[src/rtl/core/rgch_pkg.sv]
// Shared types, constants and the dB threshold table for the receive gain control.
// No dependencies; every other file in rtl/core imports this package.
package rgch_pkg;

    localparam int NUM_RX_ANT = 2;
    localparam int ANT_USED   = (NUM_RX_ANT < 1) ? 1 : ((NUM_RX_ANT > 4) ? 4 : NUM_RX_ANT);

    localparam int PWR_W   = 30;
    localparam int DB_W    = 7;
    localparam int GAIN_W  = 7;
    localparam int COEF_W  = 11;
    localparam int CFG_W   = 11;
    localparam int PROD_W  = PWR_W + COEF_W;
    localparam int SHIFT_W = 10;
    localparam int DB_LEN  = 90;

    localparam logic [COEF_W-1:0] COEF_ONE = 11'd1024;
    localparam logic [GAIN_W:0]   STEP_DB  = 8'd5;
    localparam logic [DB_W:0]     HYST_DB  = 8'd5;
    localparam logic [GAIN_W:0]   GAIN_TOP = 8'd127;

    localparam logic [COEF_W-1:0] COEF_RST     = 11'd960;
    localparam logic [DB_W-1:0]   TARGET_RST   = 7'd60;
    localparam logic [GAIN_W-1:0] MAX_GAIN_RST = 7'd100;
    localparam logic [GAIN_W-1:0] MIN_GAIN_RST = 7'd0;

    // Smallest linear power that reaches d dB, for d = 1 .. 90.
    localparam logic [PWR_W-1:0] DB_THR [DB_LEN] = '{
        30'd2, 30'd2, 30'd2, 30'd3, 30'd4, 30'd4, 30'd6, 30'd7, 30'd8, 30'd10,
        30'd13, 30'd16, 30'd20, 30'd26, 30'd32, 30'd40, 30'd51, 30'd64, 30'd80, 30'd100,
        30'd126, 30'd159, 30'd200, 30'd252, 30'd317, 30'd399, 30'd502, 30'd631, 30'd795,
        30'd1000,
        30'd1259, 30'd1585, 30'd1996, 30'd2512, 30'd3163, 30'd3982, 30'd5012, 30'd6310,
        30'd7944, 30'd10000,
        30'd12590, 30'd15849, 30'd19953, 30'd25119, 30'd31623, 30'd39811, 30'd50119,
        30'd63096, 30'd79433, 30'd100000,
        30'd125893, 30'd158490, 30'd199527, 30'd251189, 30'd316228, 30'd398108, 30'd501188,
        30'd630958, 30'd794329, 30'd1000000,
        30'd1258926, 30'd1584894, 30'd1995263, 30'd2511887, 30'd3162278, 30'd3981072,
        30'd5011873, 30'd6309574, 30'd7943283, 30'd10000000,
        30'd12589255, 30'd15848932, 30'd19952624, 30'd25118865, 30'd31622777, 30'd39810718,
        30'd50118724, 30'd63095735, 30'd79432824, 30'd100000000,
        30'd125892542, 30'd158489320, 30'd199526232, 30'd251188644, 30'd316227767,
        30'd398107171, 30'd501187234, 30'd630957345, 30'd794328235, 30'd1000000000
    };

    typedef enum logic [1:0] {
        CFG_COEF     = 2'd0,
        CFG_TARGET   = 2'd1,
        CFG_MAX_GAIN = 2'd2,
        CFG_MIN_GAIN = 2'd3
    } cfg_idx_t;

    typedef struct packed {
        logic [COEF_W-1:0] coef;
        logic [DB_W-1:0]   target;
        logic [GAIN_W-1:0] max_gain;
        logic [GAIN_W-1:0] min_gain;
    } cfg_t;

    typedef struct packed {
        logic             clear;
        logic [PWR_W-1:0] peak;
    } q_item_t;

    typedef struct packed {
        logic valid;
        logic pop;
    } q_ctrl_t;

    typedef enum logic [1:0] {
        CHG_NONE = 2'd0,
        CHG_UP   = 2'd1,
        CHG_DOWN = 2'd2
    } change_t;

    typedef enum logic [2:0] {
        ST_IDLE,
        ST_MUL,
        ST_ACC,
        ST_CMP,
        ST_DB
    } bk_state_t;

endpackage

[src/rtl/core/rgch_front.sv]
// Front end: takes input transfers and reduces the antenna powers to one peak.
// Depends on rgch_pkg; feeds rgch_queue.
module rgch_front
    import rgch_pkg::*;
(
    input  logic             clear_filter,
    input  logic [PWR_W-1:0] power_ant0,
    input  logic [PWR_W-1:0] power_ant1,
    input  logic [PWR_W-1:0] power_ant2,
    input  logic [PWR_W-1:0] power_ant3,
    input  logic             in_valid,
    output logic             in_ready,
    input  logic             q_full,
    output logic             q_push,
    output q_item_t          q_item
);

    logic [PWR_W-1:0] pwr [4];
    logic [PWR_W-1:0] peak;

    assign pwr[0] = power_ant0;
    assign pwr[1] = power_ant1;
    assign pwr[2] = power_ant2;
    assign pwr[3] = power_ant3;

    // Antennas beyond the configured count never take part.
    always_comb
    begin
        peak = pwr[0];
        for (int i = 1; i < ANT_USED; i++)
        begin
            if (pwr[i] > peak)
            begin
                peak = pwr[i];
            end
        end
    end

    assign in_ready     = !q_full;
    assign q_push       = in_valid && !q_full;
    assign q_item.clear = clear_filter;
    assign q_item.peak  = peak;

endmodule

[src/rtl/core/rgch_queue.sv]
// Two-entry queue between the front end and the filter/gain sequencer.
// Depends on rgch_pkg for the item type.
module rgch_queue
    import rgch_pkg::*;
(
    input  logic    clk,
    input  logic    rst_n,
    input  logic    push,
    input  q_item_t push_item,
    output logic    full,
    input  logic    pop,
    output logic    not_empty,
    output q_item_t head
);

    q_item_t    mem [2];
    logic       wr_ptr_reg;
    logic       rd_ptr_reg;
    logic [1:0] count_reg;
    logic [1:0] count_next;

    assign full      = (count_reg == 2'd2);
    assign not_empty = (count_reg != 2'd0);
    assign head      = mem[rd_ptr_reg];

    always_comb
    begin
        count_next = count_reg;
        if (push && !pop)
        begin
            count_next = count_reg + 2'd1;
        end
        else if (pop && !push)
        begin
            count_next = count_reg - 2'd1;
        end
    end

    always_ff @(posedge clk)
    begin
        if (push)
        begin
            mem[wr_ptr_reg] <= push_item;
        end
    end

    always_ff @(posedge clk or negedge rst_n)
    begin
        if (!rst_n)
        begin
            wr_ptr_reg <= 1'b0;
            rd_ptr_reg <= 1'b0;
            count_reg  <= 2'd0;
        end
        else
        begin
            if (push)
            begin
                wr_ptr_reg <= !wr_ptr_reg;
            end
            if (pop)
            begin
                rd_ptr_reg <= !rd_ptr_reg;
            end
            count_reg <= count_next;
        end
    end

endmodule

[src/rtl/core/rgch_back.sv]
// Back end: smoothing filter, dB conversion and gain stepping, with the output register.
// Depends on rgch_pkg; pops items from rgch_queue.
module rgch_back
    import rgch_pkg::*;
(
    input  logic              clk,
    input  logic              rst_n,
    input  cfg_t              cfg,
    input  q_item_t           head,
    output q_ctrl_t           qc,
    input  logic              q_not_empty,
    output logic              out_valid,
    input  logic              out_ready,
    output logic [GAIN_W-1:0] gain_db,
    output logic [PWR_W-1:0]  filtered_power,
    output logic [DB_W-1:0]   filtered_power_db,
    output logic [1:0]        gain_change
);

    bk_state_t         state_reg;
    bk_state_t         state_next;
    logic              pop;
    logic              fin;
    logic              out_free;

    q_item_t           item_reg;
    logic [PROD_W-1:0] prod_old_reg;
    logic [PROD_W-1:0] prod_new_reg;
    logic [PWR_W-1:0]  smooth_reg;
    logic [DB_LEN-1:0] therm_reg;
    logic [GAIN_W-1:0] gain_reg;
    logic              out_valid_reg;
    logic [GAIN_W-1:0] out_gain_reg;
    logic [PWR_W-1:0]  out_power_reg;
    logic [DB_W-1:0]   out_db_reg;
    change_t           out_change_reg;

    logic [COEF_W-1:0] coef_sat;
    logic [PROD_W:0]   acc_sum;
    logic [DB_W-1:0]   db_val;
    logic              step_up;
    logic              step_down;
    logic [GAIN_W:0]   gain_plus;
    logic [GAIN_W-1:0] gain_new;
    change_t           change_new;

    assign out_free = !out_valid_reg || out_ready;

    // Next state.
    always_comb
    begin
        state_next = state_reg;
        unique case (state_reg)
            ST_IDLE:
            begin
                if (q_not_empty)
                begin
                    state_next = ST_MUL;
                end
            end
            ST_MUL: state_next = ST_ACC;
            ST_ACC: state_next = ST_CMP;
            ST_CMP: state_next = ST_DB;
            ST_DB:
            begin
                if (out_free)
                begin
                    state_next = q_not_empty ? ST_MUL : ST_IDLE;
                end
            end
            default: state_next = ST_IDLE;
        endcase
    end

    // Sequencer outputs: a new item is taken as soon as the previous one retires.
    always_comb
    begin
        fin = (state_reg == ST_DB) && out_free;
        pop = q_not_empty && ((state_reg == ST_IDLE) || fin);
    end

    assign qc.valid = q_not_empty;
    assign qc.pop   = pop;

    // A coefficient above one leaves the filter holding its old value.
    assign coef_sat = (cfg.coef > COEF_ONE) ? COEF_ONE : cfg.coef;
    assign acc_sum  = {1'b0, prod_old_reg} + {1'b0, prod_new_reg};

    always_comb
    begin
        db_val = '0;
        for (int i = 0; i < DB_LEN; i++)
        begin
            if (therm_reg[i])
            begin
                db_val = DB_W'(i + 1);
            end
        end
    end

    assign step_up   = (({1'b0, db_val} + HYST_DB) < {1'b0, cfg.target})
                       && (gain_reg < cfg.max_gain);
    assign step_down = ({1'b0, db_val} > ({1'b0, cfg.target} + HYST_DB))
                       && (gain_reg > cfg.min_gain);
    assign gain_plus = {1'b0, gain_reg} + STEP_DB;

    // The step up is tested first; the two dB conditions exclude each other, so inverted limits still resolve one way.
    always_comb
    begin
        priority if (step_up)
        begin
            gain_new   = (gain_plus > GAIN_TOP) ? GAIN_TOP[GAIN_W-1:0]
                                                : gain_plus[GAIN_W-1:0];
            change_new = CHG_UP;
        end
        else if (step_down)
        begin
            gain_new   = (gain_reg < STEP_DB[GAIN_W-1:0]) ? '0
                                                         : gain_reg - STEP_DB[GAIN_W-1:0];
            change_new = CHG_DOWN;
        end
        else
        begin
            gain_new   = gain_reg;
            change_new = CHG_NONE;
        end
    end

    always_ff @(posedge clk)
    begin
        if (pop)
        begin
            item_reg <= head;
        end
        if (state_reg == ST_MUL)
        begin
            prod_old_reg <= smooth_reg * coef_sat;
            prod_new_reg <= item_reg.peak * (COEF_ONE - coef_sat);
        end
        if (state_reg == ST_CMP)
        begin
            for (int i = 0; i < DB_LEN; i++)
            begin
                therm_reg[i] <= (smooth_reg >= DB_THR[i]);
            end
        end
        if (fin)
        begin
            out_gain_reg   <= gain_new;
            out_power_reg  <= smooth_reg;
            out_db_reg     <= db_val;
            out_change_reg <= change_new;
        end
    end

    always_ff @(posedge clk or negedge rst_n)
    begin
        if (!rst_n)
        begin
            state_reg     <= ST_IDLE;
            smooth_reg    <= '0;
            gain_reg      <= '0;
            out_valid_reg <= 1'b0;
        end
        else
        begin
            state_reg <= state_next;
            if (state_reg == ST_ACC)
            begin
                smooth_reg <= item_reg.clear ? item_reg.peak
                                             : acc_sum[SHIFT_W +: PWR_W];
            end
            if (fin)
            begin
                gain_reg      <= gain_new;
                out_valid_reg <= 1'b1;
            end
            else if (out_ready)
            begin
                out_valid_reg <= 1'b0;
            end
        end
    end

    assign out_valid         = out_valid_reg;
    assign gain_db           = out_gain_reg;
    assign filtered_power    = out_power_reg;
    assign filtered_power_db = out_db_reg;
    assign gain_change       = out_change_reg;

    a_pop_needs_item: assert property (@(posedge clk) disable iff (!rst_n)
        pop |-> q_not_empty)
        else $error("queue popped while empty");

    a_seq_order: assert property (@(posedge clk) disable iff (!rst_n)
        (state_reg == ST_MUL) |=> (state_reg == ST_ACC))
        else $error("sequencer skipped the accumulate step");

    a_gain_held: assert property (@(posedge clk) disable iff (!rst_n)
        (out_valid_reg && !out_ready) |=> $stable(gain_reg))
        else $error("gain moved while a result was stalled");

    a_out_matches_gain: assert property (@(posedge clk) disable iff (!rst_n)
        out_valid_reg |-> (out_gain_reg == gain_reg))
        else $error("pending result disagrees with stored gain");

endmodule

[src/rtl/core/rx_gain_control_hysteresis.sv]
// Top level of the receive gain control: configuration registers and the three stages.
// Depends on rgch_pkg, rgch_front, rgch_queue and rgch_back.

// Each input transfer carries per-antenna linear power and a clear flag; the block keeps
// the peak over the antennas in use, smooths it with a first-order filter (or loads it
// when clear_filter is high), converts it to integer dB and steps the gain by 5 dB with
// 5 dB hysteresis, giving one result per input. The filter/gain sequencer works on one
// item at a time (multiply, accumulate, threshold compare, dB encode and gain step) and
// waits in the dB step while the result register holds an unread result. A two-entry
// queue lets inputs be taken while the sequencer works, and the result register lets the
// next item proceed while a result waits.
// Configuration writes must happen only while no item is in flight.
module rx_gain_control_hysteresis
    import rgch_pkg::*;
(
    input  logic              clk,
    input  logic              rst_n,
    input  logic              cfg_wr_en,
    input  logic [1:0]        cfg_addr,
    input  logic [CFG_W-1:0]  cfg_wdata,
    input  logic              in_valid,
    output logic              in_ready,
    input  logic              clear_filter,
    input  logic [PWR_W-1:0]  power_ant0,
    input  logic [PWR_W-1:0]  power_ant1,
    input  logic [PWR_W-1:0]  power_ant2,
    input  logic [PWR_W-1:0]  power_ant3,
    output logic              out_valid,
    input  logic              out_ready,
    output logic [GAIN_W-1:0] gain_db,
    output logic [PWR_W-1:0]  filtered_power,
    output logic [DB_W-1:0]   filtered_power_db,
    output logic [1:0]        gain_change
);

    cfg_t    cfg_reg;
    logic    q_full;
    logic    q_push;
    logic    q_not_empty;
    q_item_t q_in;
    q_item_t q_head;
    q_ctrl_t qc;

    always_ff @(posedge clk or negedge rst_n)
    begin
        if (!rst_n)
        begin
            cfg_reg.coef     <= COEF_RST;
            cfg_reg.target   <= TARGET_RST;
            cfg_reg.max_gain <= MAX_GAIN_RST;
            cfg_reg.min_gain <= MIN_GAIN_RST;
        end
        else if (cfg_wr_en)
        begin
            unique case (cfg_idx_t'(cfg_addr))
                CFG_COEF:     cfg_reg.coef     <= cfg_wdata;
                CFG_TARGET:   cfg_reg.target   <= cfg_wdata[DB_W-1:0];
                CFG_MAX_GAIN: cfg_reg.max_gain <= cfg_wdata[GAIN_W-1:0];
                CFG_MIN_GAIN: cfg_reg.min_gain <= cfg_wdata[GAIN_W-1:0];
                default: ;
            endcase
        end
    end

    rgch_front u_front (
        .clear_filter (clear_filter),
        .power_ant0   (power_ant0),
        .power_ant1   (power_ant1),
        .power_ant2   (power_ant2),
        .power_ant3   (power_ant3),
        .in_valid     (in_valid),
        .in_ready     (in_ready),
        .q_full       (q_full),
        .q_push       (q_push),
        .q_item       (q_in)
    );

    rgch_queue u_queue (
        .clk       (clk),
        .rst_n     (rst_n),
        .push      (q_push),
        .push_item (q_in),
        .full      (q_full),
        .pop       (qc.pop),
        .not_empty (q_not_empty),
        .head      (q_head)
    );

    rgch_back u_back (
        .clk               (clk),
        .rst_n             (rst_n),
        .cfg               (cfg_reg),
        .head              (q_head),
        .qc                (qc),
        .q_not_empty       (q_not_empty),
        .out_valid         (out_valid),
        .out_ready         (out_ready),
        .gain_db           (gain_db),
        .filtered_power    (filtered_power),
        .filtered_power_db (filtered_power_db),
        .gain_change       (gain_change)
    );

endmodule
[config.mk]
export PLATFORM = sky130hd
export DESIGN_NAME = rx_gain_control_hysteresis
export DESIGN_NICKNAME = d
export VERILOG_FILES = /design/src/rtl/core/rgch_pkg.sv /design/src/rtl/core/rgch_front.sv /design/src/rtl/core/rgch_queue.sv /design/src/rtl/core/rgch_back.sv /design/src/rtl/core/rx_gain_control_hysteresis.sv
export SDC_FILE = /design/constraint.sdc
export NUM_CORES = 2
export LEC_CHECK = 0
export BUFFER_PORTS_ARGS = -buffer_cell sky130_fd_sc_hd__clkbuf_2
export CAP_MARGIN = 20
export CELL_PAD_IN_SITES_DETAIL_PLACEMENT = 0
export CELL_PAD_IN_SITES_GLOBAL_PLACEMENT = 1
export CORE_ASPECT_RATIO = 1.75
export CORE_MARGIN = 2
export CORE_UTILIZATION = 35
export CTS_CLUSTER_SIZE = 14
export DETAILED_ROUTE_END_ITERATION = 16
export GPL_TIMING_DRIVEN = 0
export PLACE_DENSITY = 0.66
export SYNTH_ARGS = -nofsm -noshare
export SYNTH_HDL_FRONTEND = slang
export SYNTH_SLANG_ARGS = --single-unit
[constraint.sdc]
create_clock -name clk -period 15.2 [get_ports clk]
set_input_delay 3.04 -clock clk [delete_from_list [all_inputs] [get_ports clk]]
set_output_delay 3.04 -clock clk [all_outputs]
set_load 0.05 [all_outputs]
# [Yosys cells after proc, flatten, opt, wreduce, memory -nomap -nowiden]
# Memories as Yosys holds them, arrays and structs flattened. A register that Yosys moved wholly into a read port is not among the register bits.
# Index checks and enable logic that the tools add are counted.
[totals] register_bits=293 latchBits=0 ram_bits=62 rom_bits=0 inputBits=139 out_inout_bits=48 word_cells=267 n_memories=1
[classes] add_sub_neg=8 mul=2 n_div=0 n_lt_le_gt_ge=95 eq_ne=10 shifts=0 n_mux=108 bitwise=0 reduce_logical=25
[mem_list] memory="u_queue.mem" words=2 width=31 rd=1 rd_ports_with_merged_regs=1 write_ports=1 line="rgch_queue.sv:16" rtl="q_item_t mem [2];"
[ops] cell="7-bit two-way mux" count=31
[ops] cell="6-bit two-way mux" count=32
[ops] cell="30-bit by 7-bit greater-or-equal comparator with 1-bit output (second input constant)" count=4
[ops] cell="30-bit by 10-bit greater-or-equal comparator with 1-bit output (second input constant)" count=3
[ops] cell="30-bit by 11-bit greater-or-equal comparator with 1-bit output (second input constant)" count=3
[ops] cell="30-bit by 12-bit greater-or-equal comparator with 1-bit output (second input constant)" count=3
[ops] cell="30-bit by 13-bit greater-or-equal comparator with 1-bit output (second input constant)" count=3
[ops] cell="30-bit by 14-bit greater-or-equal comparator with 1-bit output (second input constant)" count=3
[ops] cell="30-bit by 15-bit greater-or-equal comparator with 1-bit output (second input constant)" count=3
[ops] cell="30-bit by 16-bit greater-or-equal comparator with 1-bit output (second input constant)" count=3
[ops] cell="30-bit by 17-bit greater-or-equal comparator with 1-bit output (second input constant)" count=3
[ops] cell="30-bit by 18-bit greater-or-equal comparator with 1-bit output (second input constant)" count=3
[ops] cell="30-bit by 19-bit greater-or-equal comparator with 1-bit output (second input constant)" count=3
[ops] cell="30-bit by 20-bit greater-or-equal comparator with 1-bit output (second input constant)" count=3
[ops] cell="30-bit by 21-bit greater-or-equal comparator with 1-bit output (second input constant)" count=3
[ops] cell="30-bit by 22-bit greater-or-equal comparator with 1-bit output (second input constant)" count=3
[ops] cell="30-bit by 23-bit greater-or-equal comparator with 1-bit output (second input constant)" count=3
[ops] cell="30-bit by 24-bit greater-or-equal comparator with 1-bit output (second input constant)" count=3
[ops] cell="30-bit by 25-bit greater-or-equal comparator with 1-bit output (second input constant)" count=3
[ops] cell="30-bit by 26-bit greater-or-equal comparator with 1-bit output (second input constant)" count=3
[ops] cell="30-bit by 27-bit greater-or-equal comparator with 1-bit output (second input constant)" count=3
[ops] cell="30-bit by 28-bit greater-or-equal comparator with 1-bit output (second input constant)" count=3
[ops] cell="30-bit by 29-bit greater-or-equal comparator with 1-bit output (second input constant)" count=3
[ops] cell="30-bit by 3-bit greater-or-equal comparator with 1-bit output (second input constant)" count=3
[ops] cell="44 further kinds" count=118

# [Depth between registers and ports, before layout]
[depth] word_depth=94 mapped_depth=40 depth_no_buf=35

# [Modules after synthesis]
# Synthesis repeated with hierarchy kept, for this count alone.
[unflattened] cells_unflattened=4412 hier_area_um2=42082.9
[modules_own_cells] mod="rgch_back" instances=1 cells_each=4086 area_each_um2=36971.7 seq_area_each_um2=8353.0
[modules_own_cells] mod="rgch_queue" instances=1 cells_each=113 area_each_um2=2580.0 seq_area_each_um2=1961.9
[modules_own_cells] mod="rgch_front" instances=1 cells_each=144 area_each_um2=1293.7 seq_area_each_um2=0.0
[modules_own_cells] mod="rx_gain_control_hysteresis" instances=1 cells_each=69 area_each_um2=1237.4 seq_area_each_um2=814.5

# [Worst setup path before layout]
# Ideal clock, no wire load.
[synth_timing] kind="register to register" startpoint="register cfg_reg[31] (netlist name)" endpoint="register u_back.prod_new_reg[38], data pin" setup_ns=0.258 arrival_time_ns=9.156 required_ns=14.942 path_slack_ns=5.787 path_stages_with_launch=41 n_path_buf=6 synth_period_minus_slack_ns=9.413 cell_sequence="dfrtp_1 -> clkbuf_1 -> nor2b_1 -> clkbuf_1 -> clkbuf_1 -> inv_1 -> ha_1 -> nand2_1 -> nor3_1 -> nand2b_1 -> or4_1 -> o21ai_1 -> clkbuf_1 -> clkbuf_1 -> nand2_1 -> fa_1 -> inv_1 -> fa_1 -> (+5 left out) -> ha_1 -> fa_1 -> inv_1 -> fa_1 -> inv_1 -> ha_1 -> clkbuf_1 -> a21o_1 -> a21oi_1 -> a21bo_2 -> o211a_1 -> or3_1 -> a31oi_1 -> o211ai_1 -> o21ai_1 -> a41o_1 -> a21oi_1 -> xnor2_1"
[synth_via] elab_chain_cells=4
[synth_lines] element="start: declaration" line="rx_gain_control_hysteresis.sv:36" rtl="cfg_t cfg_reg;"
[synth_lines] element="11-bit greater-than comparator" line="rgch_back.sv:86" rtl="assign coef_sat = (cfg.coef > COEF_ONE) ? COEF_ONE : cfg.coef;"
[synth_lines] element="11-bit two-way mux *" line="rgch_back.sv:86"
[synth_lines] element="11-bit by 11-bit subtractor with 12-bit output *" line="rgch_back.sv:138" rtl="prod_new_reg <= item_reg.peak * (COEF_ONE - coef_sat);"
[synth_lines] element="30-bit by 41-bit multiplier with 40-bit output *" line="rgch_back.sv:138"
[synth_lines] element="end signal: assignment" line="rgch_back.sv:138"
[synth_lines] element="end: declaration" line="rgch_back.sv:28" rtl="logic [PROD_W-1:0] prod_new_reg;"
# Mark *: on every way between the ends. The rest lies on a longest branch, timed or not.
# A chain may end at the register's enable or synchronous reset.

# [Final worst setup path]
# Ends and elaborated chain as after synthesis.

==> impl_metrics.tcl <==
set metrics [dict create \
    status "complete, no violations" \
    grt_pass1_vias 39280 \
    die_y_um 483.2 \
    wl_mm 176.6 \
    gp_congestion 1.015 \
    synth_edf_count 306 \
    synth.yosys.seq_area_share 0.2424 \
    synth_mux_area_frac 0.02627 \
    grt.met3_usage 0.03058 \
    setup-violations-final 0 \
    synth_xor_area_frac 0.02594 \
    post_cts_buffers 0 \
    cts.sinks 383 \
    crit_top_cell "fa_1" \
    yosysWarnings 0 \
    cp.arrival_ns 13.35 \
    grtUsageMet2 0.5204 \
    grt_most_used_layer "met2" \
    cts-htree-levels 2 \
    num_rows 175 \
    final_common_cell "inv_1" \
    grt_antenna_before_repair 11 \
    core_area_mm2 0.1301 \
    drc 0 \
    hold_viol_final 0 \
    port_buffers 126 \
    cts.clk_slew.worst_paths_ns 0.07 \
    viasPerCell 5.294 \
    reg2regPathDepth 39 \
    ys_dominant_reg_cell "edfxtp_1" \
    holdCritStartpoint "u_back.smooth_reg[17]" \
    reg2reg_slack_ns 2.24 \
    ios 187 \
    synth.avg_cell_area_um2 9.661 \
    drt_iter0_drc 1810 \
    rr_startpoint "cfg_reg[31]" \
    rsz0062_at_grt "false" \
    overflow 0 \
    ys_types 91 \
    dp.cells 6643 \
    synth_top_family_by_area "adder cells" \
    mappedNetlistArea_mm2 0.04592 \
    final_cell_mix "inv_1, fa_1, nand2_1" \
    cts_tree "built" \
    grt_use_total 0.2687 \
    finalCritPeriodShare 0.8530 \
    slowest_stage "clkbuf_1" \
    syn2layout_area_growth_pct 10.54 \
    drt_pass1_iterations 6 \
    fin_cells 6727 \
    slew-limit-headroom 0.1707 \
    drive_gt1_frac 0.07561 \
    dr_total_vias 35610 \
    die_w_um 277.8 \
    initial_utilization 0.3531 \
    postSynthCellCount 4753 \
    die_area_mm2 0.1342 \
    synth_compound_area_frac 0.08905 \
    ant_nets 0 \
    crit_fanout 10 \
    fin_crit_ns 12.96 \
    cts_hold_buf 0 \
    worst_setup_path_end_kind "flop" \
    start_kind "flop" \
    numCtsBuffers 42 \
    wl_per_cell_um 26.25 \
    holdPathStages 0 \
    tightest_slew_ns 1.228 \
    hpwlAfterDp_mm 148.7 \
    synthArstFlopShare 0.2010 \
    nets 6130 \
    crit_buf_inv 11 \
    tns_ns 0 \
    worstSetupPathType "flop to flop" \
    use_met1 0.2483 \
    grt_pass1_wl_mm 261.5 \
    clock_insertion_delay_worst_skew_ns 0.63 \
    cts_root_buffer "clkbuf_16" \
    worstPathRequired_ns 15.59 \
    largest_reg_flops 87 \
    hold_class "flop to flop" \
    drv_cap 0 \
    worstSetupStartpoint "cfg_reg[31]" \
    slowest_delay_ns 0.71 \
    yosys.area_share.simple 0.1540 \
    crit_family "adder cells" \
    fmax_ghz 0.07713 \
    clk_path_buf_depth 3 \
    fin_skew_ns 0.04585 \
    grt_start_max_net_pins 59 \
    maxSlewViolCount 0 \
    synth_adder_area_share 0.3801 \
    critical_path_depth 39 \
    synth_seq_cells 383 \
    cts_resized 0 \
]
worst reg2reg max path, delay by kind of cell (launching register included):
| kind | cells | cell delay, ns |
|---|---|---|
| adder cells (fa/ha/maj) | 10 | 4.27 |
| buffers and inverters | 11 | 3.27 |
| AO/OA/AOI/OAI | 10 | 2.68 |
| AND/OR/NAND/NOR | 7 | 1.86 |
| flip-flops | 1 | 0.33 |
| XOR/XNOR | 1 | 0.30 |
final cells by class:
class | count | area, µm²
Timing Repair Buffer | 156 | 1020
Sequential cell | 383 | 11130
Clock inverter | 22 | 316.6
Fill cell | 13280 | 79300
Buffer | 243 | 933.4
Antenna cell | 7 | 17.52
Multi-Input combinational cell | 3423 | 31240
Tap cell | 1681 | 2103
Inverter | 757 | 2841
Clock buffer | 55 | 1156
routing by layer:
| metal | vias to the layer above | share of wire |
|---|---|---|
| li1 | 15900 | - |
| met1 | 18160 | 0.31 |
| met2 | 1040 | 0.55 |
| met3 | 511 | 0.035 |
| met4 | 6 | 0.099 |
| met5 | - | 0.00025 |
synth_stat cells, types with 10 or more instances:
| cell type | n | area, µm² |
|---|---|---|
| nand2b_1 | 30 | 187.7 |
| nand3_1 | 63 | 315.3 |
| nand2_1 | 665 | 2496 |
| dfstp_2 | 11 | 289.0 |
| ha_1 | 302 | 3779 |
| o21ai_1 | 13 | 65.06 |
| o31ai_1 | 21 | 157.7 |
| or3_1 | 18 | 112.6 |
| a21boi_0 | 10 | 75.07 |
| a31oi_1 | 30 | 187.7 |
| edfxtp_1 | 306 | 9189 |
| nor2_1 | 216 | 810.8 |
| buf_1 | 26 | 97.59 |
| xnor2_1 | 99 | 867.1 |
| a21o_1 | 45 | 337.8 |
| mux2_2 | 100 | 1126 |
| a21oi_1 | 188 | 940.9 |
| nor4_1 | 33 | 206.5 |
| nor2b_1 | 44 | 275.3 |
| o211ai_1 | 20 | 150.1 |
| o21a_1 | 43 | 322.8 |
| a211oi_1 | 23 | 172.7 |
| inv_1 | 755 | 2834 |
| nand4_1 | 54 | 337.8 |
| nor3_1 | 67 | 335.3 |
| clkbuf_1 | 211 | 792.0 |
| or2_2 | 14 | 87.58 |
| and2_1 | 200 | 1251 |
| fa_1 | 683 | 13670 |
| o311ai_0 | 12 | 105.1 |
| xor2_1 | 37 | 324.1 |
| o21bai_1 | 14 | 105.1 |
| dfrtp_1 | 66 | 1652 |
| o21ai_0 | 171 | 855.8 |
| or4_1 | 12 | 90.09 |
| and3_1 | 22 | 137.6 |
cells by family (layout without fill, tap and decap cells):
logic type	count (synthesis)	in the layout
and+or+nand+nor	1485	1485
buffers and inverters	1000	1233
adders and majority gates	985	985
AOI/OAI and AO/OA	654	654
DFF	383	383
xor gates and xnor gates	136	136
muxes	108	108
other	2	62
through the flow:
step | setup WS [ns] | hold WS [ns] | area [µm²] | util
after CTS | 2.381 | 0.4910 | 50740 | 0.3901
after detailed placement | 2.442 | 0.4820 | 49270 | 0.3788
after global routing | 1.777 | 0.4994 | 50740 | 0.3901
final | 2.235 | 0.4808 | 50760 | 0.3903
after floorplan | 5.787 | 0.4231 | 46120 | -
after global placement | 2.460 | 0.4745 | 48850 | 0.3756
path summary, 6_finish.rpt:
kind                                             endpoint
worst max-delay path              u_back.prod_new_reg[38]
worst min-delay path            u_back.filtered_power[17]
worst max register to register    u_back.prod_new_reg[38]
worst min register to register  u_back.filtered_power[17]
max in group asynchronous           u_back.smooth_reg[22]
min in group asynchronous              u_queue.rd_ptr_reg
Power is not shown: default switching activity piles up to over one toggle a cycle in this logic, so the estimate is an artifact.
